[src/hw/rtl/palette_quantize_error_diffusion_core_assert.svh]
// Assertion macros shared by the palette quantizer RTL.
// Each macro expects signals named clk and rst in the module that uses it.
`ifndef PALETTE_QUANTIZE_ERROR_DIFFUSION_CORE_ASSERT_SVH
`define PALETTE_QUANTIZE_ERROR_DIFFUSION_CORE_ASSERT_SVH

// Same-cycle implication.
`define PQED_ASSERT_IMPL(lbl, ante, cons) \
  lbl: assert property (@(posedge clk) disable iff (rst) (ante) |-> (cons)) \
    else $error("pqed assertion failed");

// Next-cycle implication.
`define PQED_ASSERT_NEXT(lbl, ante, cons) \
  lbl: assert property (@(posedge clk) disable iff (rst) (ante) |=> (cons)) \
    else $error("pqed assertion failed");

`endif

[src/hw/rtl/pqed_pkg.sv]
// Package for the palette quantizer: sizes, commands, job record and helpers.
// No dependencies; the core, front, back and testbench import it.
`timescale 1ns / 1ps

package pqed_pkg;

  localparam int MAX_WIDTH       = 1024;
  localparam int PALETTE_ENTRIES = 228;

  localparam int CFG_W    = 11;
  localparam int COL_W    = $clog2(MAX_WIDTH);
  localparam int WE_W     = (CFG_W > COL_W + 1) ? CFG_W : COL_W + 1;
  localparam int LS_AW    = COL_W + 1;
  localparam int LS_DEPTH = 2 * MAX_WIDTH;
  localparam int PAL_AW   = (PALETTE_ENTRIES > 1) ? $clog2(PALETTE_ENTRIES) : 1;
  localparam int PAL_CW   = $clog2(PALETTE_ENTRIES + 1);
  localparam int PIDX_W   = 8;
  localparam int DIST_W   = 18;
  localparam int ROOT_W   = 9;

  localparam logic [CFG_W-1:0] WIDTH_RESET = CFG_W'(320);

  typedef enum logic [1:0] {
    CMD_LOAD  = 2'd0,
    CMD_PIXEL = 2'd1,
    CMD_DRAIN = 2'd2,
    CMD_NONE  = 2'd3
  } cmd_t;

  typedef struct packed {
    logic [7:0] r;
    logic [7:0] g;
    logic [7:0] b;
    logic [7:0] a;
  } rgba_t;

  // One unit of work handed from the front to the back.
  typedef struct packed {
    cmd_t              kind;
    logic [PIDX_W-1:0] idx;
    rgba_t             pix;
    logic [COL_W-1:0]  col;
    logic              sel;
    logic              q_left;
    logic              q_last;
  } job_t;

  function automatic logic [7:0] scale_raw(input logic [7:0] v);
    return (v < 8'd64) ? {v[5:0], 2'b00} : v;
  endfunction

  function automatic logic [7:0] abs9(input logic signed [8:0] v);
    logic [8:0] m;
    m = v[8] ? 9'(-v) : 9'(v);
    return m[7:0];
  endfunction

  // Adds err*f/16 (truncated toward zero) to a stored channel and clamps.
  function automatic logic [7:0] spread_ch(input logic [7:0] s,
                                           input logic signed [8:0] e,
                                           input logic [2:0] f);
    logic signed [12:0] prod;
    logic [12:0]        mag;
    logic [8:0]         shr;
    logic [10:0]        sum;
    prod = $signed({{4{e[8]}}, e}) * $signed({10'd0, f});
    mag  = prod[12] ? 13'(-prod) : 13'(prod);
    shr  = mag[12:4];
    sum  = prod[12] ? ({3'b000, s} - {2'b00, shr}) : ({3'b000, s} + {2'b00, shr});
    if (sum[10]) return 8'd0;
    if (sum[9:8] != 2'b00) return 8'd255;
    return sum[7:0];
  endfunction

endpackage

[src/hw/rtl/pqed_if.sv]
// Valid/ready stream interfaces for the input items and the results.
// Depends on pqed_pkg for field widths.
`timescale 1ns / 1ps

interface pqed_in_if;
  logic                      valid;
  logic                      ready;
  logic [1:0]                cmd;
  logic [pqed_pkg::PIDX_W-1:0] entry_index;
  logic [7:0]                red;
  logic [7:0]                green;
  logic [7:0]                blue;
  logic [7:0]                alpha;
  modport source (output valid, cmd, entry_index, red, green, blue, alpha, input ready);
  modport sink   (input valid, cmd, entry_index, red, green, blue, alpha, output ready);
endinterface


[src/hw/rtl/pqed_front.sv]
// Front end: takes input beats, tracks raster position, and queues jobs.
// Depends on pqed_pkg and pqed_if; holds the frame width register.
`timescale 1ns / 1ps

module pqed_front (
  input  logic                      clk,
  input  logic                      rst,
  input  logic                      wr_en,
  input  logic [pqed_pkg::CFG_W-1:0] wr_data,
  pqed_in_if.sink                   item,
  output logic [pqed_pkg::WE_W-1:0] width_eff,
  output logic                      q_valid,
  output pqed_pkg::job_t            q_job,
  input  logic                      q_pop
);
  import pqed_pkg::*;

  logic [CFG_W-1:0] row_width;
  logic [COL_W-1:0] arrive_column;
  logic [COL_W-1:0] drain_column;
  logic             prior_row_valid;
  logic             cur_sel;

  job_t       fifo [2];
  logic       wr_ptr;
  logic       rd_ptr;
  logic [1:0] count;

  logic             accept;
  logic             push;
  job_t             job_new;
  logic [COL_W-1:0] arrive_next;
  logic [COL_W-1:0] drain_next;
  logic             prior_next;
  logic             sel_next;
  logic [COL_W-1:0] arr0;
  logic             prv0;
  logic [COL_W-1:0] col;
  logic [COL_W-1:0] dcol;
  logic             last;

  always_comb begin
    if (row_width == '0) begin
      width_eff = WE_W'(1);
    end else if (WE_W'(row_width) > WE_W'(MAX_WIDTH)) begin
      width_eff = WE_W'(MAX_WIDTH);
    end else begin
      width_eff = WE_W'(row_width);
    end
  end

  assign item.ready = (count != 2'd2);
  assign accept     = item.valid && item.ready;
  assign q_valid    = (count != 2'd0);
  assign q_job      = fifo[rd_ptr];

  always_comb begin
    push           = 1'b0;
    arrive_next    = arrive_column;
    drain_next     = drain_column;
    prior_next     = prior_row_valid;
    sel_next       = cur_sel;
    job_new.kind   = cmd_t'(item.cmd);
    job_new.idx    = item.entry_index;
    job_new.pix    = '{r: item.red, g: item.green, b: item.blue, a: item.alpha};
    job_new.col    = '0;
    job_new.sel    = cur_sel;
    job_new.q_left = 1'b0;
    job_new.q_last = 1'b0;
    // A pixel after a partial drain restarts the image.
    arr0 = (drain_column != '0) ? '0 : arrive_column;
    prv0 = (drain_column != '0) ? 1'b0 : prior_row_valid;
    col  = (WE_W'(arr0) >= width_eff) ? '0 : arr0;
    dcol = (WE_W'(drain_column) >= width_eff) ? '0 : drain_column;
    last = 1'b0;
    case (cmd_t'(item.cmd))
      CMD_LOAD: begin
        push        = (WE_W'(item.entry_index) < WE_W'(PALETTE_ENTRIES));
        job_new.pix = '{r: scale_raw(item.red), g: scale_raw(item.green),
                        b: scale_raw(item.blue), a: 8'd0};
      end
      CMD_PIXEL: begin
        push           = 1'b1;
        last           = (WE_W'(col) == width_eff - WE_W'(1));
        job_new.col    = col;
        job_new.q_left = prv0 && (col != '0);
        job_new.q_last = prv0 && last;
        drain_next     = '0;
        if (last) begin
          arrive_next = '0;
          sel_next    = ~cur_sel;
          prior_next  = 1'b1;
        end else begin
          arrive_next = col + COL_W'(1);
          prior_next  = prv0;
        end
      end
      CMD_DRAIN: begin
        if (prior_row_valid && (arrive_column == '0)) begin
          push           = 1'b1;
          last           = (WE_W'(dcol) == width_eff - WE_W'(1));
          job_new.col    = dcol;
          job_new.q_last = 1'b1;
          if (last) begin
            drain_next = '0;
            prior_next = 1'b0;
          end else begin
            drain_next = dcol + COL_W'(1);
          end
        end
      end
      default: begin
        push = 1'b0;
      end
    endcase
  end

  always_ff @(posedge clk) begin
    if (rst) begin
      row_width       <= WIDTH_RESET;
      arrive_column   <= '0;
      drain_column    <= '0;
      prior_row_valid <= 1'b0;
      cur_sel         <= 1'b0;
    end else if (wr_en) begin
      row_width       <= wr_data;
      arrive_column   <= '0;
      drain_column    <= '0;
      prior_row_valid <= 1'b0;
    end else if (accept) begin
      arrive_column   <= arrive_next;
      drain_column    <= drain_next;
      prior_row_valid <= prior_next;
      cur_sel         <= sel_next;
    end
  end

  always_ff @(posedge clk) begin
    if (rst) begin
      wr_ptr <= 1'b0;
      rd_ptr <= 1'b0;
      count  <= 2'd0;
    end else begin
      if (accept && push) begin
        wr_ptr <= ~wr_ptr;
      end
      if (q_pop && q_valid) begin
        rd_ptr <= ~rd_ptr;
      end
      count <= count + 2'(accept && push) - 2'(q_pop && q_valid);
    end
  end

  always_ff @(posedge clk) begin
    if (accept && push) begin
      fifo[wr_ptr] <= job_new;
    end
  end
endmodule

[src/flat_wrapper.sv]
// flat-port wrapper written by rule: the top's interface ports become plain ports
module pqed_front_flat import pqed_pkg::*;
  (clk, rst, wr_en, wr_data, width_eff, q_valid, q_job, q_pop, item_valid, item_cmd, item_entry_index, item_red, item_green, item_blue, item_alpha, item_ready);
  pqed_in_if item_i ();
  input  logic clk;
  input  logic rst;
  input  logic wr_en;
  input  logic [pqed_pkg::CFG_W-1:0] wr_data;
  output logic [pqed_pkg::WE_W-1:0] width_eff;
  output logic q_valid;
  output pqed_pkg::job_t q_job;
  input  logic q_pop;
  input wire logic [$bits(item_i.valid)-1:0] item_valid;
  input wire logic [$bits(item_i.cmd)-1:0] item_cmd;
  input wire logic [$bits(item_i.entry_index)-1:0] item_entry_index;
  input wire logic [$bits(item_i.red)-1:0] item_red;
  input wire logic [$bits(item_i.green)-1:0] item_green;
  input wire logic [$bits(item_i.blue)-1:0] item_blue;
  input wire logic [$bits(item_i.alpha)-1:0] item_alpha;
  output wire logic [$bits(item_i.ready)-1:0] item_ready;
  assign item_i.valid = item_valid;
  assign item_i.cmd = item_cmd;
  assign item_i.entry_index = item_entry_index;
  assign item_i.red = item_red;
  assign item_i.green = item_green;
  assign item_i.blue = item_blue;
  assign item_i.alpha = item_alpha;
  assign item_ready = item_i.ready;
  pqed_front u_core (.clk(clk), .rst(rst), .wr_en(wr_en), .wr_data(wr_data), .item(item_i), .width_eff(width_eff), .q_valid(q_valid), .q_job(q_job), .q_pop(q_pop));
endmodule
[config.mk]
export PLATFORM = sky130hd
export DESIGN_NAME = pqed_front_flat
export DESIGN_NICKNAME = d
export VERILOG_FILES = /design/src/hw/rtl/palette_quantize_error_diffusion_core_assert.svh /design/src/hw/rtl/pqed_pkg.sv /design/src/hw/rtl/pqed_if.sv /design/src/hw/rtl/pqed_front.sv /design/src/flat_wrapper.sv
export SDC_FILE = /design/constraint.sdc
export NUM_CORES = 1
export LEC_CHECK = 0
export BUFFER_PORTS_ARGS = -buffer_cell sky130_fd_sc_hd__buf_2
export CAP_MARGIN = 20
export CORE_UTILIZATION = 45
export CTS_CLUSTER_DIAMETER = 150
export CTS_CLUSTER_SIZE = 25
export DETAILED_ROUTE_END_ITERATION = 10
export PLACE_DENSITY = 0.68
export SLEW_MARGIN = 20
export SYNTH_ARGS = -nofsm -noshare
export SYNTH_HDL_FRONTEND = slang
export SYNTH_SLANG_ARGS = --single-unit
[constraint.sdc]
create_clock -name clk -period 5.4 [get_ports clk]
set_input_delay 1.35 -clock clk [delete_from_list [all_inputs] [get_ports clk]]
set_output_delay 1.35 -clock clk [all_outputs]
set_load 0.05 [all_outputs]
==> out/qor.txt <==
status: finished, final reports clean
Iter 0 DRT Violations: 421
# hold bufs at CTS: 0
post-synthesis compound-gate area fraction: 0.121
xor-xnor portion of the synthesized cell area: 0.0173
Period minus WS final: 4790 ps
mapped cell area: 0.00811 sq mm
CP arrival: 5110 ps
Post-CTS Resized: 0
Synthesis Warnings: 0
effective utilization at floorplan: 0.464
slowest cell delay on critical path: 690 ps
CP Buf/Inv Count: 1
main combinational cell family by area after synthesis: simple AND/OR/NAND/NOR gates
Synth async-reset ratio: 0
Routed WL: 20.5 mm
Core Area: 0.0175 sq mm
Congestion Overflow GR: 0
RePlAce Congestion: 0.981
fmax: 0.209 GHz
Fin Setup TNS: 0 ps
slew margin rel.: 0.359
cell count after synthesis: 754
CP most frequent cell: a21oi_2
first-pass iteration count of the detailed router: 5
largest net degree at the start of global routing: 56
I/O Buffers: 125
clk slew on worst S/H paths: 70 ps
number of fill cells in the layout: 1475
Placed Cells: 1071
post-synthesis register bit count: 148
leading cell type in the layout, fill and taps excluded: buf_2
layout cells sized above 1: 0.308
vias in the first global route: 5899
DPL Wire Length: 14.6 mm
IO Pins: 126
met1 Usage GRT: 0.282
post-route ant nets: 0
FF+latch area: 0.00407 sq mm
Total GRT Usage: 0.223
fin crit share: 0.888
class of the worst hold path: flip-flop to flip-flop
H-tree level count: 4
critical-path cell list: nor3_1, nand4_1, a21oi_2, inv_1, ha_1, a21oi_1, nor2_1, a2111o_1, nor4_1, a21oi_2, a41oi_1, mux2i_1
Setup Crit Path Kind: flip-flop to flip-flop
Net Sw Frac: 0.355
RSZ-0062 raised after global routing: no
nets: 953
CTS max path bufs: 2
critical path's slowest cell: a21oi_1
Die H: 136 um
max-cap violations: 0
CTS Buf Count: 17
post-synthesis sequential area ratio: 0.501
Reg power frac: 0.366
DIE WIDTH: 136 um
endpoints failing hold: 0
post-synthesis mux area share: 0.108
EDFF count, synth: 110
Comb pwr share: 0.297
CTS sink count: 148
critical path fanouts, max: 14
n_diodes: 0
DR vias/cell: 5.68
Syn Area/Cell: 10.8 sq um
commonest cells after routing, fill and taps aside: buf_2, edfxtp_1, mux2_2
CP startpoint kind: flip-flop
Lkg Pwr: 0.00371 uW
Post-Syn Nets: 842
met3 GRT Util: 0.0589
Finished Layout Cells: 1103
nature of the critical path endpoint: flip-flop
Max rail drop VDD: 261 uV
top_reg_cell synth: edfxtp_1
Multi-input gate area: 0.00372 sq mm
power density cells: 381 mW/mm^2
DR WL/cell: 18.5 um
max-slew violations: 0
Switch Pwr: 1300 uW
cell row count: 48
CTS tree: yes
Via Count: 6267
delay-heaviest family, CP: compound AO/OA/AOI/OAI gates
die area: 0.0186 sq mm
P&R area growth vs syn: 18.2%
number of remaining DRC errors: 0
postcts setup bufs: 0
clock latency on the worst-skew pair: 420 ps
GR Util met2: 0.366
global-route wire length before repair: 31.1 mm
initial antenna violation count: 0
worst clock skew: 13.4 ps
Required @ worst endpoint: 5710 ps
Worst-Margin Slew: 959 ps
internal power: 2360 uW
Root Driver: clkbuf_16
GRT Max-Usage Layer: met2
clock network fraction of design power: 0.336
setup violators final: 0
post-synth cell types: 72
simple-gate share of the synthesized area: 0.165
Post-Synth Adder-Cell Area: 0.0463
==> registers in the layout, indices dropped and copies added (netlist names), named ones only <==
name	count
u_core.arrive_column	10
u_core.cur_sel	1
u_core.prior_row_valid	1
u_core.drain_column	10
u_core.wr_ptr	1
u_core.rd_ptr	1
u_core.row_width	11
u_core.fifo	110
u_core.count	2
==> power groups by stage <==
stage,combinational [uW],sequential (uW),clock (uW)
after floorplan,878,1330,0
after global placement,1080,1360,0
after detailed placement,1090,1360,0
after CTS,1090,1340,1250
after global routing,1150,1350,1290
final,1090,1340,1230
==> cells in the mapped netlist, drive strengths merged (14+ instances only) <==
cell | count | share of area
ha | 30 | 0.046
nand3 | 23 | 0.014
nand2 | 66 | 0.031
clkbuf | 35 | 0.016
edfxtp | 110 | 0.41
and2 | 19 | 0.015
buf | 15 | 0.0089
a21oi | 30 | 0.019
nor2b | 21 | 0.016
nor2 | 51 | 0.024
inv | 33 | 0.015
dfxtp | 38 | 0.094
mux2 | 68 | 0.094
o21ai | 23 | 0.014
and3 | 14 | 0.011
==> worst reg2reg max path: stages (launching register included) <==
cell      delay (ps)
dfxtp_1          390
nor3_1           570
nand4_1          240
a21oi_2          490
inv_1             90
ha_1             400
a21oi_1          690
nor2_1           130
a2111o_1         390
nor4_1           630
a21oi_2          300
a41oi_1          270
mux2i_1           90
==> cell type report <==
class	count	share of cell area
clock inverters	15	0.0204
flip-flops and latches	148	0.424
well taps	225	0.0294
repair buffers	142	0.0799
inverters	33	0.0129
clock buffers	17	0.0444
multi-input cells	523	0.389
==> cell families (layout without fill, tap and decap cells) <==
kind of cell,after synthesis,in the layout
simple gates,260,260
flops,148,148
compound gates,138,138
buf+inv,83,207
mux,79,79
fa+ha+maj,30,30
xor+xnor,16,16
==> through the flow <==
step           setup slack, ps  total power (uW)  cell area, sq um  utilization  hold slack, ps
6_report                   605              3650              9580        0.548             474
5_1_grt                    127              3790              9580        0.548             488
4_1_cts                    667              3680              9580        0.548             474
3_5_place_dp               671              2450              8960        0.513             462
3_3_place_gp               799              2450              8960        0.513             452
2_1_floorplan              128              2200              8110            -             434
==> worst paths after layout <==
kind                       startpoint                     end  slack, ps  cells after the start
hold / removal         u_core.cur_sel       u_core.fifo[0][2]        470                      0
setup / recovery  u_core.row_width[4]  u_core.drain_column[9]        610                     12
setup reg to reg  u_core.row_width[4]  u_core.drain_column[9]        610                     12
hold reg to reg        u_core.cur_sel       u_core.fifo[0][2]        470                      0
==> routing by layer <==
layer  share of wire  vias to the layer above
met1            0.44                     3000
met3           0.064                       30
met2            0.47                      217
li1                -                     3020
met5               0                        -
met4           0.019                        0
No activity file was read; power rests on OpenSTA's default activity.
